$ cat config.mk
export PLATFORM = sky130hd
export DESIGN_NAME = dns_query_builder_unit
export DESIGN_NICKNAME = d
export VERILOG_FILES = /design/src/hw/rtl/dnsqb_pkg.sv /design/src/hw/rtl/dns_query_builder_unit.sv /design/src/hw/rtl/dnsqb_cell.sv /design/src/hw/rtl/dnsqb_chain.sv
export VERILOG_INCLUDE_DIRS = /design/src /design/src/hw/rtl
export SDC_FILE = /design/constraint.sdc
export NUM_CORES = 1
export LEC_CHECK = 0
export BUFFER_PORTS_ARGS = -buffer_cell sky130_fd_sc_hd__buf_2
export CORE_ASPECT_RATIO = 1.1
export CORE_MARGIN = 2
export CORE_UTILIZATION = 55
export CTS_CLUSTER_SIZE = 10
export DETAILED_ROUTE_END_ITERATION = 6
export PLACE_DENSITY = 0.79
export SLEW_MARGIN = 20
export SYNTH_ARGS = -nofsm -noshare
export SYNTH_HDL_FRONTEND = slang
export SYNTH_SLANG_ARGS = --single-unit
$ cat constraint.sdc
create_clock -name clk -period 6 [get_ports clk]
set_clock_uncertainty 0.1 [all_clocks]
set_input_delay 0.9 -clock clk [delete_from_list [all_inputs] [get_ports clk]]
set_output_delay 0.9 -clock clk [all_outputs]
set_load 0.005 [all_outputs]
$ cat src/hw/rtl/dns_query_builder_unit_defines.svh
// assertion macros for the dns query builder
// used by the top level only; expects clk and rst_n in scope
`ifndef DNS_QUERY_BUILDER_UNIT_DEFINES_SVH
`define DNS_QUERY_BUILDER_UNIT_DEFINES_SVH

// same-cycle implication
`define DQB_ASSERT_NOW(lbl, ante, cons, msg) \
  lbl: assert property (@(posedge clk) disable iff (!rst_n) (ante) |-> (cons)) else $error(msg);

// next-cycle implication
`define DQB_ASSERT_NEXT(lbl, ante, cons, msg) \
  lbl: assert property (@(posedge clk) disable iff (!rst_n) (ante) |=> (cons)) else $error(msg);

`endif

$ cat src/hw/rtl/dnsqb_pkg.sv
// shared constants, types and byte functions of the dns query builder
// no dependencies
`default_nettype none

package dnsqb_pkg;

  localparam int BYTE_W        = 8;
  localparam int WORD_W        = 16;
  localparam int MAX_LABEL_DEF = 56;
  localparam int ADDR_W        = 4;
  localparam int DATA_W        = 32;
  localparam int CNT_W         = 4;

  localparam logic [BYTE_W-1:0] CHAR_DOT = 8'h2e;

  localparam logic [CNT_W-1:0] HDR_LAST  = 4'd11;
  localparam logic [CNT_W-1:0] TAIL_LAST = 4'd4;

  localparam logic [1:0] REG_QUERY_ID     = 2'd0;
  localparam logic [1:0] REG_HEADER_FLAGS = 2'd1;
  localparam logic [1:0] REG_QUERY_TYPE   = 2'd2;
  localparam logic [1:0] REG_QUERY_CLASS  = 2'd3;

  localparam logic [WORD_W-1:0] RST_QUERY_ID     = 16'h0001;
  localparam logic [WORD_W-1:0] RST_HEADER_FLAGS = 16'h0100;
  localparam logic [WORD_W-1:0] RST_QUERY_TYPE   = 16'h0001;
  localparam logic [WORD_W-1:0] RST_QUERY_CLASS  = 16'h0001;

  typedef struct packed {
    logic load;
    logic shift;
  } cell_ctl_t;

  typedef struct packed {
    logic push;
    logic pop;
  } chain_cmd_t;

  // header: id, flags, qdcount = 1, three zero counts
  function automatic logic [BYTE_W-1:0] hdr_byte(input logic [CNT_W-1:0] idx,
                                                 input logic [WORD_W-1:0] qid,
                                                 input logic [WORD_W-1:0] flags);
    logic [BYTE_W-1:0] b;
    unique case (idx)
      4'd0:    b = qid[15:8];
      4'd1:    b = qid[7:0];
      4'd2:    b = flags[15:8];
      4'd3:    b = flags[7:0];
      4'd5:    b = 8'h01;
      default: b = '0;
    endcase
    return b;
  endfunction

  // tail: root terminator, qtype, qclass
  function automatic logic [BYTE_W-1:0] tail_byte(input logic [CNT_W-1:0] idx,
                                                  input logic [WORD_W-1:0] qtype,
                                                  input logic [WORD_W-1:0] qclass);
    logic [BYTE_W-1:0] b;
    unique case (idx)
      4'd1:    b = qtype[15:8];
      4'd2:    b = qtype[7:0];
      4'd3:    b = qclass[15:8];
      4'd4:    b = qclass[7:0];
      default: b = '0;
    endcase
    return b;
  endfunction

endpackage

`default_nettype wire

$ cat src/hw/rtl/dns_query_builder_unit.sv
// A plain character is taken without leaving idle, so the next can follow.
// The first character of a name adds 12 header bytes; a dot or the last character
// flushes the label as a length byte and its characters; the end adds 5 tail bytes.
// One byte leaves per cycle while out_stall is low; the single output register sets the rate.
// Reset: synchronous, active low; registers return to id 1, flags 0x0100, type 1, class 1,
// label buffer empty; the cell contents are not cleared and need no clearing pass.
`default_nettype none
`include "dns_query_builder_unit_defines.svh"

module dns_query_builder_unit #(
  parameter int MAX_LABEL = dnsqb_pkg::MAX_LABEL_DEF
) (
  input  wire logic                              clk,
  input  wire logic                              rst_n,

  input  wire logic                              in_valid,
  output logic                                   in_stall,
  input  wire logic [dnsqb_pkg::BYTE_W-1:0]      in_name_char,
  input  wire logic                              in_name_last,

  output logic                                   out_valid,
  input  wire logic                              out_stall,
  output logic      [dnsqb_pkg::BYTE_W-1:0]      out_byte,
  output logic                                   out_last,
  output logic                                   out_label_overflow,

  input  wire logic                              psel,
  input  wire logic                              penable,
  input  wire logic                              pwrite,
  input  wire logic [dnsqb_pkg::ADDR_W-1:0]      paddr,
  input  wire logic [dnsqb_pkg::DATA_W-1:0]      pwdata,
  output logic      [dnsqb_pkg::DATA_W-1:0]      prdata,
  output logic                                   pready
);

  localparam int FILL_W = $clog2(MAX_LABEL + 1);
  localparam logic [FILL_W-1:0] MAX_FILL = FILL_W'(MAX_LABEL);
  localparam logic [FILL_W-1:0] ONE_FILL = FILL_W'(1);
  localparam logic [dnsqb_pkg::CNT_W-1:0] ONE_CNT = dnsqb_pkg::CNT_W'(1);

  localparam logic [2:0] ST_IDLE = 3'd0;
  localparam logic [2:0] ST_HDR  = 3'd1;
  localparam logic [2:0] ST_LEN  = 3'd2;
  localparam logic [2:0] ST_DATA = 3'd3;
  localparam logic [2:0] ST_TAIL = 3'd4;

  // config registers
  logic [dnsqb_pkg::WORD_W-1:0] qid_r, flags_r, qtype_r, qclass_r;
  logic                         cfg_wr;
  logic [1:0]                   cfg_sel;

  assign pready  = 1'b1;
  assign cfg_wr  = psel && penable && pwrite && pready;
  assign cfg_sel = paddr[3:2];

  always_ff @(posedge clk) begin
    if (!rst_n) begin
      qid_r    <= dnsqb_pkg::RST_QUERY_ID;
      flags_r  <= dnsqb_pkg::RST_HEADER_FLAGS;
      qtype_r  <= dnsqb_pkg::RST_QUERY_TYPE;
      qclass_r <= dnsqb_pkg::RST_QUERY_CLASS;
    end else if (cfg_wr) begin
      unique case (cfg_sel)
        dnsqb_pkg::REG_QUERY_ID:     qid_r    <= pwdata[15:0];
        dnsqb_pkg::REG_HEADER_FLAGS: flags_r  <= pwdata[15:0];
        dnsqb_pkg::REG_QUERY_TYPE:   qtype_r  <= pwdata[15:0];
        dnsqb_pkg::REG_QUERY_CLASS:  qclass_r <= pwdata[15:0];
        default: ;
      endcase
    end
  end

  always_comb begin
    unique case (cfg_sel)
      dnsqb_pkg::REG_QUERY_ID:     prdata = {16'b0, qid_r};
      dnsqb_pkg::REG_HEADER_FLAGS: prdata = {16'b0, flags_r};
      dnsqb_pkg::REG_QUERY_TYPE:   prdata = {16'b0, qtype_r};
      dnsqb_pkg::REG_QUERY_CLASS:  prdata = {16'b0, qclass_r};
      default:                     prdata = '0;
    endcase
  end

  // control state
  logic [2:0]                  state_r, state_nxt;
  logic [dnsqb_pkg::CNT_W-1:0] cnt_r, cnt_nxt;
  logic [FILL_W-1:0]           fill_r, fill_nxt;
  logic                        hdr_sent_r, hdr_sent_nxt;
  logic                        ovf_r, ovf_nxt;
  logic                        dot_r, dot_nxt;
  logic                        last_r, last_nxt;
  logic                        out_valid_r, out_valid_nxt;

  logic [dnsqb_pkg::BYTE_W-1:0] out_byte_r, out_byte_nxt;
  logic                         out_last_r, out_last_nxt;
  logic                         out_ovf_r, out_ovf_nxt;

  logic                         in_acc;
  logic                         in_dot;
  logic                         emitting;
  logic                         emit;
  logic                         tail_done;
  logic [dnsqb_pkg::BYTE_W-1:0] head;
  dnsqb_pkg::chain_cmd_t        cmd;

  assign in_stall  = (state_r != ST_IDLE);
  assign in_acc    = in_valid && !in_stall;
  assign in_dot    = (in_name_char == dnsqb_pkg::CHAR_DOT);
  assign emitting  = (state_r != ST_IDLE);
  assign emit      = emitting && (!out_valid_r || !out_stall);
  assign tail_done = emit && (state_r == ST_TAIL) && (cnt_r == dnsqb_pkg::TAIL_LAST);

  assign cmd.push = in_acc && !in_dot && (fill_r < MAX_FILL);
  assign cmd.pop  = emit && (state_r == ST_DATA);

  dnsqb_chain #(
    .MAX_LABEL (MAX_LABEL),
    .FILL_W    (FILL_W)
  ) u_chain (
    .clk     (clk),
    .cmd     (cmd),
    .wr_idx  (fill_r),
    .wr_char (in_name_char),
    .head    (head)
  );

  always_comb begin
    state_nxt    = state_r;
    cnt_nxt      = cnt_r;
    fill_nxt     = fill_r;
    hdr_sent_nxt = hdr_sent_r;
    ovf_nxt      = ovf_r;
    dot_nxt      = dot_r;
    last_nxt     = last_r;
    out_byte_nxt = out_byte_r;
    out_last_nxt = out_last_r;
    out_ovf_nxt  = out_ovf_r;
    out_valid_nxt = out_stall ? out_valid_r : 1'b0;

    if (in_acc) begin
      dot_nxt      = in_dot;
      last_nxt     = in_name_last;
      hdr_sent_nxt = 1'b1;
      cnt_nxt      = '0;
      if (cmd.push) begin
        fill_nxt = fill_r + ONE_FILL;
      end else if (!in_dot) begin
        ovf_nxt = 1'b1;
      end
      priority if (!hdr_sent_r) begin
        state_nxt = ST_HDR;
      end else if (in_dot || in_name_last) begin
        state_nxt = ST_LEN;
      end else begin
        state_nxt = ST_IDLE;
      end
    end

    if (emit) begin
      out_valid_nxt = 1'b1;
      out_last_nxt  = 1'b0;
      out_ovf_nxt   = 1'b0;
      unique case (state_r)
        ST_HDR: begin
          out_byte_nxt = dnsqb_pkg::hdr_byte(cnt_r, qid_r, flags_r);
          if (cnt_r == dnsqb_pkg::HDR_LAST) begin
            cnt_nxt   = '0;
            state_nxt = (dot_r || last_r) ? ST_LEN : ST_IDLE;
          end else begin
            cnt_nxt = cnt_r + ONE_CNT;
          end
        end
        ST_LEN, ST_DATA: begin
          if (state_r == ST_LEN) begin
            out_byte_nxt = dnsqb_pkg::BYTE_W'(fill_r);
          end else begin
            out_byte_nxt = head;
            fill_nxt     = fill_r - ONE_FILL;
          end
          if ((state_r == ST_LEN && fill_r != '0) ||
              (state_r == ST_DATA && fill_r != ONE_FILL)) begin
            state_nxt = ST_DATA;
          end else if (dot_r && last_r) begin
            dot_nxt   = 1'b0;
            state_nxt = ST_LEN;
          end else if (last_r) begin
            cnt_nxt   = '0;
            state_nxt = ST_TAIL;
          end else begin
            state_nxt = ST_IDLE;
          end
        end
        ST_TAIL: begin
          out_byte_nxt = dnsqb_pkg::tail_byte(cnt_r, qtype_r, qclass_r);
          if (cnt_r == dnsqb_pkg::TAIL_LAST) begin
            out_last_nxt = 1'b1;
            out_ovf_nxt  = ovf_r;
            cnt_nxt      = '0;
            fill_nxt     = '0;
            hdr_sent_nxt = 1'b0;
            ovf_nxt      = 1'b0;
            state_nxt    = ST_IDLE;
          end else begin
            cnt_nxt = cnt_r + ONE_CNT;
          end
        end
        default: ;
      endcase
    end
  end

  always_ff @(posedge clk) begin
    if (!rst_n) begin
      state_r     <= ST_IDLE;
      cnt_r       <= '0;
      fill_r      <= '0;
      hdr_sent_r  <= 1'b0;
      ovf_r       <= 1'b0;
      dot_r       <= 1'b0;
      last_r      <= 1'b0;
      out_valid_r <= 1'b0;
    end else begin
      state_r     <= state_nxt;
      cnt_r       <= cnt_nxt;
      fill_r      <= fill_nxt;
      hdr_sent_r  <= hdr_sent_nxt;
      ovf_r       <= ovf_nxt;
      dot_r       <= dot_nxt;
      last_r      <= last_nxt;
      out_valid_r <= out_valid_nxt;
    end
  end

  always_ff @(posedge clk) begin
    out_byte_r <= out_byte_nxt;
    out_last_r <= out_last_nxt;
    out_ovf_r  <= out_ovf_nxt;
  end

  assign out_valid          = out_valid_r;
  assign out_byte           = out_byte_r;
  assign out_last           = out_last_r;
  assign out_label_overflow = out_ovf_r;

  // checks
  `DQB_ASSERT_NOW(a_fill_bound, 1'b1, fill_r <= MAX_FILL, "label fill beyond buffer")
  `DQB_ASSERT_NOW(a_data_nonempty, state_r == ST_DATA, fill_r != '0, "replay from empty label")
  `DQB_ASSERT_NOW(a_ovf_on_last, out_valid_r && out_ovf_r, out_last_r, "overflow off last byte")
  `DQB_ASSERT_NEXT(a_end_clears, tail_done, fill_r == '0 && !hdr_sent_r && !ovf_r, "end state kept")

endmodule

`default_nettype wire

$ cat src/hw/rtl/dnsqb_cell.sv
// one byte cell of the label chain: loads a character or takes its neighbour's byte
// depends on dnsqb_pkg
`default_nettype none

module dnsqb_cell (
  input  wire logic                          clk,
  input  wire dnsqb_pkg::cell_ctl_t          ctl,
  input  wire logic [dnsqb_pkg::BYTE_W-1:0]  din,
  input  wire logic [dnsqb_pkg::BYTE_W-1:0]  nbr,
  output logic      [dnsqb_pkg::BYTE_W-1:0]  q
);

  logic [dnsqb_pkg::BYTE_W-1:0] data_r;
  logic [dnsqb_pkg::BYTE_W-1:0] data_nxt;

  always_comb begin
    priority if (ctl.load) begin
      data_nxt = din;
    end else if (ctl.shift) begin
      data_nxt = nbr;
    end else begin
      data_nxt = data_r;
    end
  end

  always_ff @(posedge clk) begin
    data_r <= data_nxt;
  end

  assign q = data_r;

endmodule

`default_nettype wire

$ cat src/hw/rtl/dnsqb_chain.sv
// label buffer as a row of byte cells; head of the row is the oldest character
// depends on dnsqb_pkg and dnsqb_cell
`default_nettype none

module dnsqb_chain #(
  parameter int MAX_LABEL = dnsqb_pkg::MAX_LABEL_DEF,
  parameter int FILL_W    = $clog2(MAX_LABEL + 1)
) (
  input  wire logic                          clk,
  input  wire dnsqb_pkg::chain_cmd_t         cmd,
  input  wire logic [FILL_W-1:0]             wr_idx,
  input  wire logic [dnsqb_pkg::BYTE_W-1:0]  wr_char,
  output logic      [dnsqb_pkg::BYTE_W-1:0]  head
);

  logic [dnsqb_pkg::BYTE_W-1:0] q   [MAX_LABEL];
  logic [dnsqb_pkg::BYTE_W-1:0] nbr [MAX_LABEL];

  for (genvar i = 0; i < MAX_LABEL; i++) begin : g_cell
    dnsqb_pkg::cell_ctl_t ctl;

    assign ctl.load  = cmd.push && (wr_idx == FILL_W'(i));
    assign ctl.shift = cmd.pop;

    if (i == MAX_LABEL - 1) begin : g_tail
      assign nbr[i] = '0;
    end else begin : g_mid
      assign nbr[i] = q[i+1];
    end

    dnsqb_cell u_cell (
      .clk (clk),
      .ctl (ctl),
      .din (wr_char),
      .nbr (nbr[i]),
      .q   (q[i])
    );
  end

  assign head = q[0];

endmodule

`default_nettype wire
==> results list <==
- Mapped Avg Cell Area: 14.4 um^2
- Number of DRC violations after detailed routing: 0
- The library cell used most frequently in the layout, excluding fill and tap cells, is edfxtp_1.
- The region available for standard cell placement spans about 0.044 mm^2.
* CTS tree: done
- Synthesis produced a netlist whose cell count is 1715.
- Tmin final: 3860 ps
* Maximum number of pins on one net before global-route repair: 69
* Total power consumption of the routed design: 9.07 mW
- The clock passes through at most 3 buffers.
- Number of cell rows: 81
- Detailed router's first-iteration violation count: ~1200
* Number of clock sinks: 540
* IO Port Bufs: 61
* Final setup violation count: 0
- Once the clock tree was built, the resizer swapped 0 gates to a different size.
- Area growth from synthesis to layout: 9.44%
* Primary FF master, synth: edfxtp_1
* Maximum clock frequency: approximately 0.26 GHz
* Worst-case headroom to the max-slew limit: 0.250
- Share of layout cells above drive strength 1: 0.368
- The initial utilization of the core area, before any placement, comes to 0.556.
- For this design the static power due to leakage is 9.16 nW.
* Final Core Density: 0.609
- The number of max-slew violations in the final report came to 0.
* First-pass iteration count of the detailed router: 7
- Counting flops with a built-in enable in the synthesized netlist gives 458.
- In this run the cell area of the synthesized design comes to 0.0247 mm^2.
* Global-route wire length before repair: 78400 um
* Proportion of netlist area held by the largest area contributor: 0.556
- The layout has around 3200 filler cells.
* IO Pins: 97
* Kind of launch point of the worst setup path: flop
- Dividing the detail-routed wire length by the instance count gives 21.6 um.
- Master cell of the clock root buffer: clkbuf_16
* Required time at the worst-slack endpoint: slightly above 6000 ps
- The detail route stage leaves a number of antenna-violating nets equal to 0.
- After synthesis the netlist holds a flip-flop and latch count of 540.
- Die width: 206 um
- Power per cell area: 335 mW/mm^2
* Htree depth: 2
- Top fanout value on the critical path: 23
* Arr. time, crit path: 4010 ps
- Residual overflow from global routing: 0
- STA classifies the critical path endpoint as a flop.
- For this design, the CTS-stage hold fixing added 0 buffers.
- Clock buffers created by TritonCTS: 60
- The min-delay analysis places its worst path in the category flop to flop.
* Placed insts: 2257
- During synthesis, Yosys emitted a total of 0 warnings.
- For this run, the register share of the synthesized area comes to 0.622.
* Slew at the pin closest to its max-slew limit: 1110 ps
* Most area-consuming cells after synthesis: edfxtp_1 56%, mux2_2 19%, dfxtp_1 6.6%
- For this run, the post-layout net count is 1799.
* Height of the chip: 226 um
* Share of flip-flops with an asynchronous set or reset: 0
- Area used by multi-input combinational logic: slightly below 0.009 mm^2
* Peak supply drop: 0.000277 V
- Unrepaired setup endpoints after global routing: no
- The via count of the first global-routing pass was 14200.
- Sequential cell area: 0.0154 mm^2
* Vias per std cell: approximately 6
- WS Path Type: flop to flop
- Via count: around 14000
- All-layer global routing usage: 0.216
* Number of cells in the finished layout apart from fillers: 2344
* Post-CTS clock slew at the launch and capture registers of the worst setup and hold paths: 60 ps
* Final count of hold timing violations: 0
* Placer's final routability congestion estimate: 0.845
* Initial antenna violation count: 0
- Cell type with the largest total area after synthesis: edfxtp_1
* Wire length after detailed routing: around 50000 um
- Post-CTS Setup Bufs: 0
- In the final timing run, aggregate negative setup slack is 0 ps.
* Clock latency reported for the late side of the worst-skew pair: 630 ps
* Max_cap viols: 0
- Die outline area: ~0.047 mm^2
* Final HPWL from detailed placement: around 29000 um
- The flow ran to the end, and the final reports show no timing, DRC or antenna violations.
- Commonest non-fill, non-tap cells in the layout: 458 x edfxtp_1, 412 x mux2_2, 183 x nand2_1
- Final cycle utilization of the critical path: 0.643
- The netlist uses 67 different library cells.
[power breakdown]
| part | switching, mW | total, mW | internal (mW) |
|---|---|---|---|
| clock | 1.40 | 3.24 | 1.84 |
| sequential | 0.150 | 4.67 | 4.52 |
| combinational | 0.763 | 1.16 | 0.395 |
[Yosys cell counts, drive strengths merged, types with 10 or more instances]
master / number
mux4: 16
dfxtp: 82
and2: 14
buf: 38
clkbuf: 99
a22oi: 21
a21oi: 80
mux2: 440
nor3: 10
nand2: 188
nand3: 45
nor2: 54
edfxtp: 458
o21ai: 56
[worst paths after layout]
kind,from,to,slack (ps),cells past startpoint
min,qid_r[1],qid_r[1],370,2
min reg2reg,qid_r[1],qid_r[1],370,2
max,state_r[0],u_chain.g_cell[21].u_cell.q[2],2140,6
max reg2reg,state_r[0],u_chain.g_cell[21].u_cell.q[2],2140,6
[routing by layer]
layer | GRT usage | part of all wire
met5 | 0 | 0
met4 | 0.0647 | 0.024
met3 | 0.0407 | 0.066
met2 | 0.364 | 0.49
met1 | 0.284 | 0.42
[critical path, stage by stage, from the launching register on]
cell	delay, ps
dfxtp_1	590
or4b_4	720
a21oi_2	130
buf_4	240
nand2_2	470
buf_4	400
o21ai_0	800
[metrics by stage]
stage | hold slack, ps | setup WS [ps] | cell area [um^2]
after floorplan | 329 | 2620 | 24800
after global placement | 345 | 2040 | 25400
after detailed placement | 362 | 1960 | 25400
after CTS | 371 | 2180 | 27100
after global routing | 391 | 2030 | 27100
final | 373 | 2140 | 27100
[sequential cells by signal, summed over array words and instances, names as in the netlist, 3 cells and up]
signal and flops:
cnt_r 4, fill_r 6, flags_r 16, out_byte 8
qclass_r 16, qid_r 16, qtype_r 16, state_r 3
u_chain.g_cell.u_cell.q 448
[logic make-up after synthesis]
group / synth area share
flops: 0.622
mux: 0.218
simple gates: 0.0819
compound gates: 0.0448
buf+inv: 0.0266
fa+ha+maj: 0.00455
xor+xnor: 0.00212
other cells: 0.000303
[layout make-up]
cell class | instances | area share
sequential | 540 | 0.568
clock buffer | 82 | 0.0592
inverter | 10 | 0.00139
antenna | 1 | 0.0000924
tap | 581 | 0.0268
clock inverter | 4 | 0.00314
multi-input combinational | 1043 | 0.324
timing repair buffer | 83 | 0.0174
No activity file was read; power rests on OpenSTA's default activity.
